$ cat config.mk
export PLATFORM = sky130hd
export DESIGN_NAME = midi_event_byte_encoder_core
export DESIGN_NICKNAME = d
export VERILOG_FILES = /design/src/rtl/mebe_pkg.sv /design/src/rtl/mebe_front.sv /design/src/rtl/mebe_fifo.sv /design/src/rtl/mebe_back.sv /design/src/rtl/midi_event_byte_encoder_core.sv
export VERILOG_INCLUDE_DIRS = /design/src /design/src/rtl
export SDC_FILE = /design/constraint.sdc
export NUM_CORES = 1
export LEC_CHECK = 0
export BUFFER_PORTS_ARGS = -buffer_cell sky130_fd_sc_hd__buf_2
export CORE_MARGIN = 10
export CORE_UTILIZATION = 60
export DETAILED_ROUTE_END_ITERATION = 8
export GPL_TIMING_DRIVEN = 1
export PLACE_DENSITY = 0.81
export SYNTH_ARGS = -nofsm -noshare
export SYNTH_HDL_FRONTEND = slang
export SYNTH_SLANG_ARGS = --single-unit
$ cat constraint.sdc
create_clock -name clk_i -period 8.55 [get_ports clk_i]
set_input_delay 0.4275 -clock clk_i [delete_from_list [all_inputs] [get_ports clk_i]]
set_output_delay 0.4275 -clock clk_i [all_outputs]
set_load 0.02 [all_outputs]
$ cat src/rtl/assert_macros.svh
// Assertion macros used by the RTL file that carries concurrent checks.
`ifndef ASSERT_MACROS_SVH
`define ASSERT_MACROS_SVH

// Checks a property on every rising clock edge, and is disabled while reset is asserted.
`define ASSERT_CLK(lbl, prop, msg) \
  lbl: assert property (@(posedge clk_i) disable iff (!rst_ni) prop) else $error(msg);

// Checks that a condition never holds while out of reset.
`define ASSERT_NEVER(lbl, cond, msg) \
  lbl: assert property (@(posedge clk_i) disable iff (!rst_ni) !(cond)) else $error(msg);

`endif

$ cat src/rtl/mebe_pkg.sv
// Shared types, codes and constants for the MIDI event byte encoder.
package mebe_pkg;

  localparam logic [3:0] FuncNoteOff   = 4'd0;
  localparam logic [3:0] FuncNoteOn    = 4'd1;
  localparam logic [3:0] FuncPolyPress = 4'd2;
  localparam logic [3:0] FuncCtrl      = 4'd3;
  localparam logic [3:0] FuncProgram   = 4'd4;
  localparam logic [3:0] FuncChanPress = 4'd5;
  localparam logic [3:0] FuncPitch     = 4'd6;
  localparam logic [3:0] FuncMeta      = 4'd7;
  localparam logic [3:0] FuncMetaByte  = 4'd8;
  localparam logic [3:0] FuncTrack     = 4'd9;

  localparam logic [7:0] VlqCont    = 8'h80;
  localparam logic [7:0] VlqMask    = 8'h7F;
  localparam logic [7:0] MetaStatus = 8'hFF;

  // Byte slots of one event, sent in index order.
  localparam int SlotNum    = 7;
  localparam int SlotVlq3   = 0;
  localparam int SlotVlq2   = 1;
  localparam int SlotVlq1   = 2;
  localparam int SlotVlq0   = 3;
  localparam int SlotStatus = 4;
  localparam int SlotData1  = 5;
  localparam int SlotData2  = 6;

  localparam int FifoDepth = 2;
  localparam int FifoAw    = $clog2(FifoDepth);

  typedef struct packed {
    logic [SlotNum-1:0]      mask;
    logic [SlotNum-1:0][7:0] bytes;
  } desc_t;

  typedef struct packed {
    logic full;
    logic empty;
  } fifo_stat_t;

endpackage

$ cat src/rtl/mebe_front.sv
// Front end: accepts events, tracks running status and builds byte descriptors.
module mebe_front import mebe_pkg::*; (
  input  logic        clk_i,
  input  logic        rst_ni,
  input  logic        accept_i,
  input  logic [3:0]  func_i,
  input  logic [27:0] time_delta_i,
  input  logic [3:0]  channel_i,
  input  logic [7:0]  data1_i,
  input  logic [7:0]  data2_i,
  output logic        push_o,
  output desc_t       desc_o,
  output logic [7:0]  rs_o
);

  logic [7:0] rs_q, rs_d;
  logic [7:0] status;

  always_comb begin
    desc_o = '0;
    rs_d   = rs_q;
    status = {1'b1, func_i[2:0], channel_i};

    desc_o.bytes[SlotVlq3]  = {1'b0, time_delta_i[27:21]} | VlqCont;
    desc_o.bytes[SlotVlq2]  = {1'b0, time_delta_i[20:14]} | VlqCont;
    desc_o.bytes[SlotVlq1]  = {1'b0, time_delta_i[13:7]} | VlqCont;
    desc_o.bytes[SlotVlq0]  = {1'b0, time_delta_i[6:0]} & VlqMask;
    desc_o.bytes[SlotData1] = data1_i;
    desc_o.bytes[SlotData2] = data2_i;
    desc_o.bytes[SlotStatus] = (func_i == FuncMeta) ? MetaStatus : status;

    if (func_i inside {[FuncNoteOff:FuncMeta]}) begin
      desc_o.mask[SlotVlq3] = |time_delta_i[27:21];
      desc_o.mask[SlotVlq2] = |time_delta_i[27:14];
      desc_o.mask[SlotVlq1] = |time_delta_i[27:7];
      desc_o.mask[SlotVlq0] = 1'b1;
      desc_o.mask[SlotData1] = 1'b1;
    end

    case (func_i)
      FuncMeta: begin
        desc_o.mask[SlotStatus] = 1'b1;
        desc_o.mask[SlotData2]  = 1'b1;
        rs_d = MetaStatus;
      end
      FuncNoteOff, FuncNoteOn, FuncPolyPress, FuncCtrl, FuncPitch,
      FuncProgram, FuncChanPress: begin
        desc_o.mask[SlotStatus] = (status != rs_q);
        desc_o.mask[SlotData2]  = !(func_i inside {FuncProgram, FuncChanPress});
        rs_d = status;
      end
      FuncMetaByte: desc_o.mask[SlotData1] = 1'b1;
      FuncTrack:    rs_d = '0;
      default:      rs_d = rs_q;
    endcase
  end

  assign push_o = accept_i && (desc_o.mask != '0);
  assign rs_o   = rs_q;

  always_ff @(posedge clk_i or negedge rst_ni) begin
    if (!rst_ni) begin
      rs_q <= '0;
    end else if (accept_i) begin
      rs_q <= rs_d;
    end
  end

endmodule

$ cat src/rtl/mebe_fifo.sv
// Short descriptor queue between the front end and the byte sequencer.
module mebe_fifo import mebe_pkg::*; (
  input  logic       clk_i,
  input  logic       rst_ni,
  input  logic       push_i,
  input  desc_t      wdata_i,
  input  logic       pop_i,
  output desc_t      rdata_o,
  output fifo_stat_t stat_o
);

  desc_t             mem_q [FifoDepth];
  logic [FifoAw-1:0] wptr_q, rptr_q;
  logic [FifoAw:0]   cnt_q;

  assign stat_o.full  = (cnt_q == (FifoAw+1)'(FifoDepth));
  assign stat_o.empty = (cnt_q == '0);
  assign rdata_o      = mem_q[rptr_q];

  always_ff @(posedge clk_i) begin
    if (push_i) begin
      mem_q[wptr_q] <= wdata_i;
    end
  end

  always_ff @(posedge clk_i or negedge rst_ni) begin
    if (!rst_ni) begin
      wptr_q <= '0;
      rptr_q <= '0;
      cnt_q  <= '0;
    end else begin
      if (push_i) begin
        wptr_q <= (wptr_q == FifoAw'(FifoDepth - 1)) ? '0 : wptr_q + 1'b1;
      end
      if (pop_i) begin
        rptr_q <= (rptr_q == FifoAw'(FifoDepth - 1)) ? '0 : rptr_q + 1'b1;
      end
      if (push_i && !pop_i) begin
        cnt_q <= cnt_q + 1'b1;
      end else if (pop_i && !push_i) begin
        cnt_q <= cnt_q - 1'b1;
      end
    end
  end

endmodule

$ cat src/rtl/mebe_back.sv
// Back end: walks the valid byte slots of a descriptor into the output register.
module mebe_back import mebe_pkg::*; (
  input  logic       clk_i,
  input  logic       rst_ni,
  input  desc_t      desc_i,
  input  logic       empty_i,
  output logic       pop_o,
  output logic       tvalid_o,
  input  logic       tready_i,
  output logic [7:0] tdata_o,
  output logic       tlast_o
);

  logic [SlotNum-1:0]      mask_q, mask_d, sel, rest;
  logic [SlotNum-1:0][7:0] bytes_q;
  logic                    valid_q, valid_d;
  logic [7:0]              byte_q, byte_d;
  logic                    last_q, last_d;
  logic                    load_ok;

  assign load_ok = !valid_q || tready_i;
  assign sel     = mask_q & (~mask_q + 1'b1);
  assign rest    = mask_q & ~sel;

  always_comb begin
    byte_d = '0;
    for (int i = 0; i < SlotNum; i++) begin
      byte_d = byte_d | (bytes_q[i] & {8{sel[i]}});
    end
  end

  always_comb begin
    valid_d = valid_q;
    last_d  = last_q;
    mask_d  = mask_q;
    pop_o   = 1'b0;
    if (load_ok) begin
      valid_d = (mask_q != '0);
      last_d  = (rest == '0);
      mask_d  = rest;
      pop_o   = (rest == '0) && !empty_i;
    end else if (mask_q == '0) begin
      pop_o   = !empty_i;
    end
  end

  always_ff @(posedge clk_i or negedge rst_ni) begin
    if (!rst_ni) begin
      valid_q <= 1'b0;
      mask_q  <= '0;
    end else begin
      valid_q <= valid_d;
      mask_q  <= pop_o ? desc_i.mask : mask_d;
    end
  end

  always_ff @(posedge clk_i) begin
    if (pop_o) begin
      bytes_q <= desc_i.bytes;
    end
    if (load_ok && (mask_q != '0)) begin
      byte_q <= byte_d;
      last_q <= last_d;
    end
  end

  assign tvalid_o = valid_q;
  assign tdata_o  = byte_q;
  assign tlast_o  = last_q;

endmodule

$ cat src/rtl/midi_event_byte_encoder_core.sv
// The first byte of an event goes from the descriptor queue to the sequencer's slot registers and
// then to the output register. Throughput: one byte per cycle while the master side is ready and
// descriptors are queued; an event has 1 to 7 bytes; a track start or an unused code sends none.
// Reset clears the running status, the descriptor queue and the output valid flag at once.
// There is no clearing pass; the block takes transactions in the first cycle after reset.
`include "assert_macros.svh"

module midi_event_byte_encoder_core import mebe_pkg::*; (
  input  logic        clk_i,
  input  logic        rst_ni,
  // Slave side, one track event per transaction.
  input  logic        s_axis_tvalid,
  output logic        s_axis_tready,
  input  logic [47:0] s_axis_tdata,  // time_delta[27:0], channel[31:28], data1[39:32], data2[47:40]
  input  logic [3:0]  s_axis_tuser,  // func[3:0]
  // Master side, one encoded byte per transaction.
  output logic        m_axis_tvalid,
  input  logic        m_axis_tready,
  output logic [7:0]  m_axis_tdata,  // out_byte[7:0]
  output logic        m_axis_tlast   // last byte caused by one event
);

  logic       accept;
  logic       push;
  logic       pop;
  desc_t      wdesc;
  desc_t      rdesc;
  fifo_stat_t stat;
  logic [7:0] rs;

  // The front end only needs room in the queue; items that emit nothing are
  // still held back while it is full, which keeps the control simple.
  assign s_axis_tready = !stat.full;
  assign accept        = s_axis_tvalid && s_axis_tready;

  // The front end classifies each event, updates the running status and
  // turns the event into up to seven byte slots with a mask of those sent.
  mebe_front u_front (
    .clk_i        (clk_i),
    .rst_ni       (rst_ni),
    .accept_i     (accept),
    .func_i       (s_axis_tuser),
    .time_delta_i (s_axis_tdata[27:0]),
    .channel_i    (s_axis_tdata[31:28]),
    .data1_i      (s_axis_tdata[39:32]),
    .data2_i      (s_axis_tdata[47:40]),
    .push_o       (push),
    .desc_o       (wdesc),
    .rs_o         (rs)
  );

  // Two descriptors of slack let the front end run on while the sequencer
  // is stalled by the downstream side.
  mebe_fifo u_fifo (
    .clk_i   (clk_i),
    .rst_ni  (rst_ni),
    .push_i  (push),
    .wdata_i (wdesc),
    .pop_i   (pop),
    .rdata_o (rdesc),
    .stat_o  (stat)
  );

  // The sequencer sends the lowest remaining slot each cycle unless the master side stalls, and
  // fetches the next descriptor while it sends the final byte, so events run back to back.
  mebe_back u_back (
    .clk_i    (clk_i),
    .rst_ni   (rst_ni),
    .desc_i   (rdesc),
    .empty_i  (stat.empty),
    .pop_o    (pop),
    .tvalid_o (m_axis_tvalid),
    .tready_i (m_axis_tready),
    .tdata_o  (m_axis_tdata),
    .tlast_o  (m_axis_tlast)
  );

  `ASSERT_NEVER(a_no_pop_empty, pop && stat.empty, "descriptor popped from an empty queue")
  `ASSERT_CLK(a_track_clears_rs, accept && (s_axis_tuser == FuncTrack) |=> (rs == '0),
    "track start did not clear the running status")
  `ASSERT_CLK(a_meta_sets_rs, accept && (s_axis_tuser == FuncMeta) |=> (rs == MetaStatus),
    "meta event did not set the running status")

endmodule
After elaboration in Yosys (flattened, before gate mapping)
Memory sizes are Yosys's and may differ from the RTL's. Index checks and enable logic that the tools add are counted.

Memories: 1. Word-level logic and storage cells: 98. RAM bits: 116. Bits in registers: 85.

Mux-type cells: 17. Add/subtract/negate cells: 5. Equal/unequal tests: 11. Order comparisons: 2. Bitwise operators: 17. Reductions and logical operators: 30.

Memories: u_fifo.mem_q (depth 2, bits a word 58, rd ports 1, clocked after memory_dff 0, write ports 1, RTL line mebe_fifo.sv:12) `desc_t mem_q [FifoDepth];`.

Operators with widths (count): 8-bit bitwise AND (7); 8-bit OR (6); 8-bit case mux with 3 select lines (1); 7-bit 2-to-1 mux (3); 21-bit OR reduction (1); 4-bit by 3-bit == test with 1-bit output, second input constant (4); 7-bit bitwise AND (2); 7-bit zero test (2); 7-bit NOT (2); 7-bit nonzero test (2); 14-bit OR reduction (1); 7-bit OR reduction (2); 4-bit by 2-bit == test with 1-bit output, second input constant (2); 4-bit == test, second input constant (2); 1-bit 2-to-1 mux (8); 8-bit != test (1); 7-bit by 1-bit adder with 7-bit output, second input constant (1); 1-bit logical AND (7); 1-bit zero test (6); 2-bit nonzero test (3); 4-bit by 1-bit == test with 1-bit output, second input constant (1); 4-bit by 1-bit greater-or-equal comparator with 1-bit output, second input constant (1); 4-bit by 3-bit <= comparator with 1-bit output, second input constant (1); 4-bit zero test (1); 11 further kinds (15).

Depth between registers and ports, before layout
Gate-level depths: netlist (run 1).

Word-level depth: 11. Depth in mapped cells: 9. Depth with buffers taken out: 7.

Modules after synthesis
From an unflattened synthesis (run 1), not the netlist that was laid out.

Cells, all modules: 507. Area, all modules: 8819.7 um2.

Modules (own cells, without submodules): mebe_fifo (cells an instance 212, times used 1, area each 5032.3 um2); mebe_back (cells an instance 176, times used 1, area each 2854.0 um2); mebe_front (cells an instance 117, times used 1, area each 923.4 um2); midi_event_byte_encoder_core (cells an instance 2, times used 1, area each 10.0 um2).

Worst setup path after synthesis (run 1)
No wires, ideal clock.

Path kind: in2reg. Start: input s_axis_tuser[0]. End: memory u_fifo.mem_q[0][0] in the netlist's numbering, enable pin. Path buffers: 1. Setup slack: 4509 ps. Library setup time: 474 ps. Required time: 8076 ps. Cell stages on the path: 4. Data arrival time: 3566 ps. Path through: clkbuf_1 > o31ai_1 > nand3_1 > nor2_1.

RTL lines: start: declaration (RTL line midi_event_byte_encoder_core.sv:15) `input logic [3:0] s_axis_tuser,`; end: declaration (RTL line mebe_fifo.sv:12).

Worst setup path in the final report (run 1)
Start: register u_back.mask_q[3]. End: register u_back.bytes_q[21] in the netlist's numbering, enable pin.

Word-level cells in the longest chain between the ends: 8.

RTL lines: start: declaration (RTL line mebe_back.sv:14) `logic [SlotNum-1:0] mask_q, mask_d, sel, rest;`; start signal: assignment (RTL line mebe_back.sv:53) `mask_q <= pop_o ? desc_i.mask : mask_d;`; 7-bit NOT (RTL line mebe_back.sv:22) `assign sel = mask_q & (~mask_q + 1'b1);`; 7-bit by 1-bit adder with 7-bit output (RTL line mebe_back.sv:22); 7-bit bitwise AND (RTL line mebe_back.sv:22); 7-bit NOT (RTL line mebe_back.sv:23) `assign rest = mask_q & ~sel;`; 7-bit bitwise AND (RTL line mebe_back.sv:23); 7-bit zero test (RTL line mebe_back.sv:41) `pop_o = (rest == '0) && !empty_i;`; 1-bit logical AND (RTL line mebe_back.sv:41); 1-bit 2-to-1 mux * (RTL line mebe_back.sv:37) `if (load_ok) begin`; net pop (RTL line midi_event_byte_encoder_core.sv:25) `logic pop;`; end signal: assignment (RTL line mebe_back.sv:59) `bytes_q <= desc_i.bytes;`; end: declaration (RTL line mebe_back.sv:15) `logic [SlotNum-1:0][7:0] bytes_q;`.

Mark *: on every way through the listed nets, which the timed path passes. The rest lies on a longest branch. A chain may end at the register's enable or synchronous reset.

==> results of run 1 <==
==> worst min path at each step <==
| stage | start | end | slack (ns) | cells after the start |
|---|---|---|---|---|
| 5_1_grt | s_axis_tdata[34] | u_fifo.mem_q[1][37] | 0.16 | 1 |
| 6_report | s_axis_tdata[33] | u_fifo.mem_q[1][36] | 0.18 | 1 |
| 2_1_floorplan | rst_ni | u_back.mask_q[0] | 0.13 | 0 |
| 3_3_place_gp | rst_ni | u_front.rs_o[1] | 0.40 | 1 |
| 3_5_place_dp | rst_ni | u_front.rs_o[1] | 0.41 | 1 |
| 4_1_cts | s_axis_tdata[35] | u_fifo.mem_q[0][38] | 0.17 | 1 |
==> state kept, by name (all words and copies together), names as in the netlist <==
name	flops
u_back.bytes_q	51
u_back.mask_q	7
u_back.tdata_o	8
u_back.tlast_o	1
u_back.tvalid_o	1
u_fifo.cnt_q	2
u_fifo.mem_q	116
u_fifo.rptr_q	1
u_fifo.wptr_q	1
u_front.rs_o	8
==> worst max-delay path, stage by stage (launching register included) <==
cell	delay, ns
dfrtp_1	0.54
nor2_1	0.33
or4b_1	0.47
o32a_1	0.40
inv_2	0.85
==> placed cells by master (no fill, tap or decap), types with 8 or more instances in the layout <==
cell type and n:
nand3_1 9, mux2_2 51, inv_1 11, clkbuf_16 17, edfxtp_1 176, o21ai_0 8, buf_2 66, nand2_1 21
dfrtp_1 19, nor2_1 11
==> metal layers <==
metal  vias to the layer above  part of all wire (%)  track usage, %
met4                         0                   2.4           7.946
met3                        29                   6.3           4.239
met1                      1950                    43           21.76
met2                       173                    48           25.70
met5                         -                     0               0
li1                       1823                     -               -
==> cell families (layout without fill, tap and decap cells) <==
group           count (synthesis)  count (layout)  synth area share [%]
fa+ha+maj                       2               2                0.2970
mux                            58              58                 8.497
buf+inv                        38             114                 2.458
compound gates                 62              62                 6.270
simple gates                   69              69                 4.818
flops                         196             196                 76.29
xor+xnor                       11              11                 1.369
==> power groups by stage <==
stage / combinational (W) / sequential (W) / clock (W)
floorplan: 0.000547 / 0.00151 / 0
global placement: 0.000676 / 0.00154 / 0
detailed placement: 0.000698 / 0.00156 / 0
CTS: 0.000706 / 0.00155 / 0.000840
global route: 0.000764 / 0.00158 / 0.000880
finish: 0.000702 / 0.00155 / 0.000832
==> final cells by class <==
cell class	count	area share (%)
Clock buffer	20	5.160
Sequential cell	196	66.84
Inverter	12	0.5203
Clock inverter	12	2.081
Multi-Input combinational cell	202	18.72
Timing Repair Buffer	70	4.191
Tap cell	172	2.486
==> synth_stat cells, types with 2 or more instances <==
cell type / n
nand3_1: 9
a2bb2oi_1: 6
and3_1: 2
nand2_1: 21
o31ai_1: 2
a221oi_1: 7
mux2i_1: 7
mux2_2: 51
buf_6: 4
xor2_1: 5
nor4_1: 4
nor2_1: 12
o21ai_1: 4
nand2b_1: 6
a31oi_1: 2
o21ai_0: 8
buf_2: 2
clkbuf_1: 13
a211o_1: 7
a211oi_1: 2
inv_1: 12
dfrtp_1: 20
a21oi_1: 7
buf_1: 5
nand4_1: 2
o21ai_2: 4
xnor2_1: 5
edfxtp_1: 176
a222oi_1: 7
nor3_1: 2
==> through the flow <==
stage	instances	worst slack, ns
floorplan	436	4.509
global placement	651	5.619
detailed placement	651	5.573
CTS	684	5.565
global route	684	5.348
finish	684	5.529
==> what timing repair did <==
action,4_1_cts,5_1_grt
endpoints found under the hold margin,20,0
resized for setup,0,0
hold buffers,1,0
==> metrics list, run 1 <==
- Status: finished, final reports clean
- Number of buffers created by CTS: 17
- In this run the post-CTS setup repair buffer count came out at 0.
- Drt via density: 5.811
- By area the synthesized netlist is led by edfxtp_1 (70%), mux2_2 (7.6%), dfrtp_1 (6.6%).
- Global placement routability congestion: 0.8179
- Total die area: around 18000 um^2
- Maximum number of pins on one net before global-route repair: 52
* Row Count: 41
- Starting density of the core: 60.59%
* Required arrival time at the worst endpoint: about 8.6 ns
- Cell area after synthesis: 7584 um^2
- Area of combinational cells with multiple inputs: about 1600 um^2
- Path category of the worst min-delay check: in2reg
- Final total power: about 0.003 W
- In this run the power spent charging and discharging nets is between 0.0009 and 0.001 W.
- For flop-to-flop paths, the worst setup slack is 5.53 ns.
* Pwr per Cell Area: between 300 and 400 nW/um^2
- After the first detailed-routing iteration, the DRC count stood at 412.
* Area of the core: 12520 um^2
- Share of the synthesized area in the top cell type: 69.69%
* Class of the most critical setup path: reg2reg
* CP arrival: 3.07 ns
- Clock-pin slew was measured on the worst setup and hold paths at 0.07 ns.
- Counting every instance in the synthesized netlist gives approximately 440.
- Cell internal power was estimated by the tool at 0.002183 W.
* Count of inserted antenna diode cells: 0
* Type of destination of the critical path: flip-flop
- Measured in cells, the most critical reg-to-reg path has a length of 4.
* Worst setup skew after layout: 0.009816 ns
- During placement, the flow inserted port buffers numbering 66.
- Clock Latency Late Sink: 0.43 ns
- Worst ir drop on vdd: 0.1717 mV
- Most used flip-flop cell after synthesis: edfxtp_1
- The root buffer cell chosen for the clock tree is clkbuf_16.
* Synth warnings: 0
- Of the total power, registers draw 50.3%.
- Total number of clock tree sinks: 196
- Reg area: 5787 um^2
- Of all nets on the critical path, the largest fanout is 51.
- Clock tree buffer depth: 2
- Library cell occupying the most area in the post-synthesis netlist: edfxtp_1
- FMAX: roughly 0.33 GHz
- Beginning of the worst register-to-register path: u_back.mask_q[3]
- The clock network is responsible for a little over a quarter of the overall power.
* Global-route wire length before repair: 22.58 mm
- Setup violations remaining at the end of the flow were counted as 0.
- Final hold analysis gives a worst-case slack of 0.1794 ns.
- The initial antenna violation count is 0.
- The number of global-route vias before repair is 4099.
- Synthesis instantiated 52 different standard cells from the library.
- The number of hold-slack violations in the final timing report came to 0.
- Counting flops with an async set or reset pin after synthesis yields a share of 10.20%.
* DIE WIDTH: 132.4 um
- Proportion of layout cells with a drive suffix above 1: 32.42%
- Leakage power of the design: approximately 3.1 nW
- Of the total power, the share spent switching nets is 29.31%.
- Mean instance size in the synthesized netlist: 17.39 um^2
- Summed over all layers, the global routing overflow is 0.
* Max-cap violations: 0
- HPWL after detailed placement: 9.240 mm
- Number of routed nets with antenna violations: 0
- The H-tree generated during clock tree synthesis spans 4 levels.
- Final wirelength: 14.29 mm
- Counting flops with a built-in enable in the synthesized netlist gives 176.
- After the last flow step, the layout net total stands at around 560.
- Vertical die dimension: 132.4 um
- Placed inst area: 8020 um^2
- The number of pins with negative max-slew slack in the final report was 0.
- The endpoint identified for the worst register-to-register timing path is u_back.bytes_q[21].
- Relative to the synthesized area, the layout overhead comes to 14.16%.
- CTS tree: built
- Final core utilization: a little under 70%
- Startpoint type of the worst setup path: flip-flop
- The worst pin sits at a relative slew slack of 27.94%.
- After detailed routing, the number of remaining DRC violations is 0.
* Combinational Power Share: 22.7%
- At the pin with the least slew margin, the transition time is 1.081 ns.
* I/O pin count: 67
- Summing over every cut layer, the via total after detailed routing is 3975.
- Filler Cell Count: approximately 800
* Critical Path End: u_back.bytes_q[21]
- The most critical setup path has its startpoint at u_back.mask_q[3].
* Unrepaired setup endpoints after global routing: false
* Aggregate global-route resource usage: between 10% and 20%
* Final worst path period share: 35.33%
- Non-Filler Cell Area, Final: 8657 um^2
- Setup TNS: 0 ns
- Synthesized flop and latch total: about 200
- Detailed Routing Iterations Pass 1: 5
- Dividing the detail-routed wire length by the instance count gives 20.89 um.
- Subtracting the final worst setup slack from the clock period gives just over 3 ns.
- Of the synthesized area, sequential elements account for 76.29%.
* Synthesized netlist net count: 493
(Power assumes the default switching activity.)
==> inputs of run 2 (changes only) <==
--- a/config.mk
+++ b/config.mk
@@ -8,10 +8,10 @@
 export LEC_CHECK = 0
 export BUFFER_PORTS_ARGS = -buffer_cell sky130_fd_sc_hd__buf_2
 export CORE_MARGIN = 10
-export CORE_UTILIZATION = 60
+export CORE_UTILIZATION = 53
 export DETAILED_ROUTE_END_ITERATION = 8
 export GPL_TIMING_DRIVEN = 1
-export PLACE_DENSITY = 0.81
+export PLACE_DENSITY = 0.76
 export SYNTH_ARGS = -nofsm -noshare
 export SYNTH_HDL_FRONTEND = slang
 export SYNTH_SLANG_ARGS = --single-unit
==> constraint.sdc (replaced) <==
create_clock -name clk_i -period 2.7 [get_ports clk_i]
set_input_delay 0.135 -clock clk_i [delete_from_list [all_inputs] [get_ports clk_i]]
set_output_delay 0.135 -clock clk_i [all_outputs]
set_load 0.02 [all_outputs]
==> run 2 against run 1 <==
Net effect:
- hold slack worse by 0.13 ns
- via count increased by 4.3%
- flip-flop and latch count unchanged
- die area up 11%
- worst setup slack worse by 5.3 ns
- global-route usage is 1.3 points lower
- register-to-register slack lost 5.3 ns
- sequential power grew to 3.1 times the previous value
- critical path type unchanged
- critical endpoint is now u_fifo.cnt_q[1]
==> metrics list, run 2 (synthesis gave the netlist of run 1 again) <==
* Grt ovf: 0 (unchanged)
* Period minus WS final: 2.442 ns (-0.5783 ns)
* Worst Path Max Fanout: 14 (-73%)
- Reg area: 5787 um^2 (unchanged)
* Non-Filler Cell Area, Final: 9135 um^2 (+5.5%)
* Unrepaired setup endpoints after global routing: false
- The detailed-route via count was 4145 (+4.3%).
* Detailed Routing Iterations Pass 1: 5 (unchanged)
* IO buf count: 66 (unchanged)
- Filler Cell Count: 923 (+16%)
- Global placement routability congestion: 0.7984 (-2.4%)
* FMAX: 0.4095 GHz (+24%)
- Vertical die dimension: 139.6 um (+5.4%)
- Count of inserted antenna diode cells: 0 (unchanged)
- The count of pins on the block boundary is 67 (unchanged).
* Final net count: 613 (+10%)
- Largest registers: u_fifo.mem_q: 116 flops, u_back.bytes_q: 51 flops
- The largest clock skew in the final design is 0.01549 ns (+0.005670 ns).
* Area of combinational cells with multiple inputs: 1620 um^2 (unchanged)
- Area of the core: 13930 um^2 (+11%)
- The per-cell via count in the routed design is 5.541 (-4.6%).
- The number of global-route vias before repair came to 4413 (+7.7%).
- The overall routing resource usage came to 15.36% (-1.3 points).
- Post-CTS clock slew at the launch and capture registers of the worst setup and hold paths: 0.07 ns (about the same)
- The total negative slack came to 0 ns (unchanged).
- The DRC violation count after routing is 0 (unchanged).
* Number of buffers created by CTS: 17 (unchanged)
- The total power is 0.009541 W (+210%).
- The final design utilization was 65.56% (-3.6 points).
* DIE WIDTH: 139.6 um (+5.4%)
- Row Count: 43 (+4.9%)
- Violation count after the first detailed-routing iteration: 477 (+16%)
- Path category of the worst min-delay check: in2reg
- Total number of clock tree sinks: 196 (unchanged)
* Final setup violating endpoints: 0 (unchanged)
- The maximum ir drop on the vdd rail came to 0.5275 mV (+210%).
* Area overhead of the layout relative to synthesis: 20.46%
* Max-cap violations: 0 (unchanged)
- Register with the most flip-flops: u_fifo.mem_q
* Starting density of the core: 54.42% (-6.2 points)
- Final wirelength: 14.67 mm (+2.7%)
- The number of H-tree branching levels was 4 (unchanged).
- Slew @ Worst Pin: 0.6373 ns (-0.4437 ns)
- The number of hold-slack violations in the final timing report was 0 (unchanged).
- The first-pass GRT wire length is 23.55 mm (+4.3%).
* Type of destination of the critical path: flip-flop
* Max transition margin: 57.52% (+30 points)
- The share of final-layout standard cells stronger than drive strength 1 was 30.28% (-2.1 points).
- Total die area: 19490 um^2 (+11%)
* Leading cell types in the layout, fill and taps excluded: edfxtp_1 (176), buf_2 (66), mux2_2 (51), dlygate4sd3_1 (49), nand2_1 (21)
- The number of resized instances in the post-cts repair step was 0 (unchanged).
- The ratio of total power to cell area came to 1044 nW/um^2 (+190%).
- Required arrival time at the worst endpoint: 3.04 ns (-5.56 ns)
- The remaining number of nets flagged by the antenna check after routing is 0 (unchanged).
- Maximum number of pins on one net before global-route repair: 38 (-27%)
- Status: finished, final reports clean
- TritonCTS built the clock tree.
- Largest register FFs: 116 (unchanged)
* Leakage power of the design: 3.296 nW (+6.2%)
- Leaving out fill and tap cells, the most frequent cell in the layout is edfxtp_1.
- Clock tree buffer depth: 2 (unchanged)
- Final worst path period share: 90.46% (+55 points)
* Wire length per cell after detailed routing: 19.62 um (-6.1%)
* Final Max Tran Viols: 0 (unchanged)
- STA classifies the critical path startpoint as a flip-flop.
- The area of placed instances is 8102 um^2 (+1.0%).
- Number of antenna violations at the first check in global routing: 0 (unchanged)
- CP arrival: 2.78 ns (-0.29 ns)
- Clock Latency Late Sink: 0.43 ns (about the same)
- HPWL after detailed placement: 9.416 mm (+1.9%)
* CTS root buffer: clkbuf_16
* Class of the most critical setup path: reg2reg
==> run 2: cell count changes in the layout (fill, tap and decap cells not counted), moves of 2 or more <==
cell,before,now
clkinv_1,0,2
bufinv_16,4,1
clkinv_4,2,5
dlygate4sd3_1,1,49
clkinv_2,3,1
clkinvlp_4,1,3
buf_4,3,12
==> run 2: final timing paths <==
path	from	end	slack (ns)	cells after the start
max	u_back.mask_q[0]	u_fifo.cnt_q[1]	0.26	7
min	m_axis_tready	u_back.mask_q[0]	0.05	4
max reg2reg	u_back.mask_q[0]	u_fifo.cnt_q[1]	0.26	7
min reg2reg	u_fifo.mem_q[1][54]	u_back.mask_q[3]	0.54	2
max in group asynchronous	rst_ni	u_fifo.rptr_q	2.13	2
min in group asynchronous	rst_ni	u_back.mask_q[2]	0.21	2
==> run 2: power breakdown <==
part           leakage [nW]  switching [W]  internal, W
sequential             1.86       0.000358      0.00439
clock                 0.258        0.00104      0.00127
combinational          1.18        0.00144      0.00105
==> run 2: stage by stage <==
stage,cells,setup slack (ns),hold slack (ns)
6_report,748,0.2577,0.04511
5_1_grt,748,0.1159,0.04656
4_1_cts,748,0.2808,0.03921
3_5_place_dp,668,0.3227,0.1162
3_3_place_gp,668,0.4316,0.1068
2_1_floorplan,436,0.2581,-0.1606
==> run 2: per-layer routing <==
metal,routed length [um],track usage [%]
met4,169,5.163
met3,808,4.015
met5,0,0
met2,7342,24.86
met1,6353,19.69
==> run 2: area by class of cell <==
class	count	share of cell area [%]
Clock buffer	19	4.739
Inverter	12	0.5342
Timing Repair Buffer	127	9.971
Sequential cell	196	63.35
Clock inverter	12	1.205
Tap cell	180	2.465
Multi-Input combinational cell	202	17.74
==> run 2: worst max-delay path: stages (launching register included) <==
cell and delay [ns]:
dfrtp_1 0.54, nor4_2 0.43, o21ai_1 0.12, o32a_1 0.49, ha_1 0.28, xor2_1 0.15
nor2_1 0.14, xor2_1 0.19
==> run 2: what timing repair did <==
item	CTS	global route
endpoints found under the hold margin	112	0
hold buffers	49	0
endpoints found under the setup margin	0	0
buffers inserted	0	0
==> inputs of run 3 (changes only) <==
--- a/config.mk
+++ b/config.mk
@@ -6,6 +6,7 @@
 export SDC_FILE = /design/constraint.sdc
 export NUM_CORES = 1
 export LEC_CHECK = 0
+export ABC_AREA = 1
 export BUFFER_PORTS_ARGS = -buffer_cell sky130_fd_sc_hd__buf_2
 export CORE_MARGIN = 10
 export CORE_UTILIZATION = 53
==> run 3 against run 2 <==
Net effect:
- clock skew fell by 0.0071 ns
- fmax grew 4.5%
- critical endpoint unchanged
- register-to-register slack better by 0.10 ns
- largest cell class unchanged
- power is 3.1% higher
- non-clock buffer count unchanged
- design area increased by 2.8%
- clock-buffer cell count shrank 1
- first-iteration DRC count decreased by 9.9%
- area after synthesis increased by 1.6%
==> metrics list, run 3 <==
- Share of the synthesized area in the top cell type: 68.63% (-1.1 points)
* Number of non-filler instances in the completed layout: 937 (+25%)
- Worst Path Max Fanout: 10 (-4)
- The overall routing resource usage came to 16.69% (+1.3 points).
- Filler Cell Count: 965 (+4.6%)
- FMAX: 0.4278 GHz (+4.5%)
* Type of destination of the critical path: flip-flop
- Final Max Tran Viols: 0 (unchanged)
- Drt drc: 0 (unchanged)
- Slowest library cell on the worst path: dfrtp_1
- Number of levels in the clock H-tree: 4 (unchanged)
* Synthesized netlist net count: 677 (+37%)
- The area of the core region is 14040 um^2 (+0.77%).
- The root buffer cell chosen for the clock tree is clkbuf_16.
* CP arrival: 2.65 ns (-0.13 ns)
- The number of synthesized register bits came to 196 (unchanged).
- The path class of the tightest hold or removal check is in2reg.
- The number of enable-type register cells in the synthesized netlist came to 176 (unchanged).
- The detailed-route via count is 4982 (+20%).
* Pwr per Cell Area: 1047 nW/um^2 (+0.21%)
- Clock Latency Late Sink: 0.43 ns (about the same)
- The HPWL reported at the end of detailed placement is 10.37 mm (+10%).
- The total power was 0.009833 W (+3.1%).
* Proportion of layout cells with a drive suffix above 1: 16.78% (-14 points)
- Most common library cells after synthesis: nand2_1 (228), edfxtp_1 (176), inv_1 (35)
- Sequential-to-total area share from yosys stat: 75.13% (-1.2 points)
- The final cycle utilization of the critical path came to 86.58% (-3.9 points).
* Grt ovf: 0 (unchanged)
- The detailed-router iteration count before antenna repair is 5 (unchanged).
- The critical path is of the reg2reg type.
- Period minus WS final: 2.338 ns (-0.1045 ns)
- Mean instance size in the synthesized netlist: 12.42 um^2 (-29%)
* Leakage power of the design: 3.802 nW (+15%)
* Startpoint of the most critical hold path: s_axis_tdata[29]
- Register with the most flip-flops: u_fifo.mem_q
- The cell row count is 43 (unchanged).
- The detailed router's first-iteration violation count is 430 (-9.9%).
- In the synthesized netlist the dominant register cell turns out to be edfxtp_1.
- In the post-synthesis netlist, the biggest area contributors are edfxtp_1 (69%), nand2_1 (11%), dfrtp_1 (6.5%).
- Synth Instances: 620 (+42%)
- Drt via density: 5.317 (-4.1%)
* Number of routed nets with antenna violations: 0 (unchanged)
* Vias in the first global route: 5078 (+15%)
- The worst register-to-register path begins at u_back.mask_q[0].
- Library cell occupying the most area in the post-synthesis netlist: edfxtp_1
- The placer congestion estimate was 0.9422 (+18%).
- Number of buffers created by CTS: 17 (unchanged)
- The maximum ir drop on the vdd rail was 0.6109 mV (+16%).
- Global-route wire length before repair: 26.35 mm (+12%)
* Total die area: 19750 um^2 (+1.3%)
* Non-Filler Cell Area, Final: 9394 um^2 (+2.8%)
- Starting density of the core: 54.84% (+0.42 points)
- Number of placed cells counting well taps: 857 (+28%)
* Final net count: 803 (+31%)
- Synth warnings: 0 (unchanged)
- The hold slack is 0.01380 ns (-0.03131 ns).
- Unrepaired setup endpoints after global routing: false
* CTS tree: built
- The share of flip-flops with an asynchronous set or reset after synthesis was 10.20% (unchanged).
- Placed inst area: 8277 um^2 (+2.2%)
- The maximum number of pins on one net before global-route repair was 60 (+58%).
- The worst max-slew margin expressed relative to the limit is 44.23% (-13 points).
- Status: finished, final reports clean
- The most critical setup path has its startpoint at u_back.mask_q[0].
- Leading cell types in the layout, fill and taps excluded: nand2_1 (228), edfxtp_1 (176), buf_2 (66), dlygate4sd3_1 (50), inv_1 (35)
- Leaving out fill and tap cells, the most frequent cell in the layout is nand2_1.
- IO buf count: 66 (unchanged)
* Final Hold Viols: 0 (unchanged)
- The clock-pin slew on the worst setup and hold paths came to 0.07 ns (about the same).
- DIE WIDTH: 140.5 um (+0.66%)
* Library cell with the highest instance count after synthesis: nand2_1
* Total number of clock tree sinks: 196 (unchanged)
- The worst stage delay on the critical path is 0.55 ns (about the same).
* Wire length per cell after detailed routing: 17.59 um (-10%)
* Clock tree buffer depth: 2 (unchanged)
- The area growth from synthesis to layout is 21.98%.
- The die height is 140.5 um (+0.66%).
* CP most frequent cell: nand2_4
- Final wirelength: 16.48 mm (+12%)
- Traced cell by cell, the critical path runs through nor2_8 -> nand3_2 -> nor2_2 -> nand2_1 -> nand2_4 -> nand2_4 -> ha_1 -> a21oi_1 -> o21ai_0 -> xor2_1.
- Worst setup skew after layout: 0.008415 ns (-0.007070 ns)
- Number of setup buffers added after CTS: 0 (unchanged)
- Startpoint type of the worst setup path: flip-flop
- The setup violation total in the final timing report came to 0 (unchanged).
- Cell area after synthesis: 7701 um^2 (+1.6%)
- The actual transition at the worst max-transition pin is 0.8335 ns (+0.1962 ns).
- Largest registers: u_fifo.mem_q: 116 flops, u_back.bytes_q: 51 flops
* Number of distinct library cells after synthesis: 36 (-31%)
* Number of antenna violations at the first check in global routing: 0 (unchanged)
* Required arrival time at the worst endpoint: 3.01 ns (-0.03 ns)
- The count of pins on the block boundary came to 67 (unchanged).
- The number of resized instances in the post-cts repair step is 0 (unchanged).
- Max-cap violations: 0 (unchanged)
* Largest register FFs: 116 (unchanged)
- The diode insertion count for antenna repair came to 0 (unchanged).
run 3: cell types whose count changed in the layout (fill, tap and decap cells not counted), moves of 6 or more:
cell | previous run | this run
a211o_1 | 7 | 0
a222oi_1 | 7 | 0
a2bb2oi_1 | 6 | 0
inv_1 | 11 | 35
inv_2 | 0 | 10
mux2_2 | 51 | 0
mux2i_1 | 7 | 0
nand2_1 | 21 | 228
nand2b_1 | 6 | 0
nand3_1 | 9 | 24
nand4_1 | 2 | 11
nor2_1 | 11 | 31
run 3: routing by layer:
metal | routed length (um) | part of all wire [%] | global-route usage, % | up-vias
met5 | 0 | 0 | 0 | -
met4 | 428 | 2.6 | 7.283 | 0
met3 | 1003 | 6.1 | 4.057 | 36
met2 | 8013 | 49 | 26.58 | 184
met1 | 7036 | 43 | 21.24 | 2376
li1 | - | - | - | 2386
run 3: path summary, 6_finish.rpt:
path                                         to  slack, ns  cells past startpoint
worst max-delay path            u_fifo.cnt_q[1]       0.36                     10
worst min-delay path            u_front.rs_o[1]       0.01                      3
worst max register to register  u_fifo.cnt_q[1]       0.36                     10
worst min register to register  u_fifo.cnt_q[0]       0.51                      1
max in group asynchronous       u_back.tvalid_o       2.15                      2
min in group asynchronous       u_front.rs_o[6]       0.20                      2
run 3: power by group:
part	switching (W)	total [W]	internal [W]
Sequential	0.000358	0.00464	0.00428
Clock	0.00103	0.00266	0.00162
Combinational	0.00177	0.00254	0.000767
Total	0.00316	0.00983	0.00667
run 3: kinds of logic after synthesis:
group	after synthesis	synth area share, %
XOR/XNOR	4	0.4550
flip-flops	196	75.13
AO/OA/AOI/OAI	38	3.347
AND/OR/NAND/NOR	316	17.55
adder cells (fa/ha/maj)	1	0.1624
buffers and inverters	65	3.363
run 3: area by class of cell:
type / instances / area, um^2 / area share (%)
clock buffer: 18 / 429.2 / 4.568
sequential: 196 / 5786 / 61.59
multi-input combinational: 359 / 1672 / 17.79
clock inverter: 12 / 187.7 / 1.998
timing repair buffer: 127 / 925.9 / 9.856
tap: 180 / 225.2 / 2.397
inverter: 45 / 168.9 / 1.798
run 3: timing repair:
action | CTS | global route
hold endpoints to repair | 116 | 0
setup endpoints to repair | 0 | 0
hold buffers | 50 | 0
run 3: worst max-delay path, delay by kind of cell (launching register included):
kind            cells  cell delay [ns]
fa+ha+maj           1             0.32
flops               1             0.55
xor+xnor            1             0.15
compound gates      2             0.23
simple gates        6             0.96
run 3: metrics by stage:
| step | worst slack [ns] | utilization [%] | TNS (ns) |
|---|---|---|---|
| after floorplan | -0.2375 | - | -26.49 |
| final | 0.3622 | 66.90 | 0 |
| after global routing | 0.1972 | 66.90 | 0 |
| after detailed placement | 0.4185 | 58.94 | 0 |
| after global placement | 0.5054 | 58.94 | 0 |
| after CTS | 0.3931 | 66.90 | 0 |
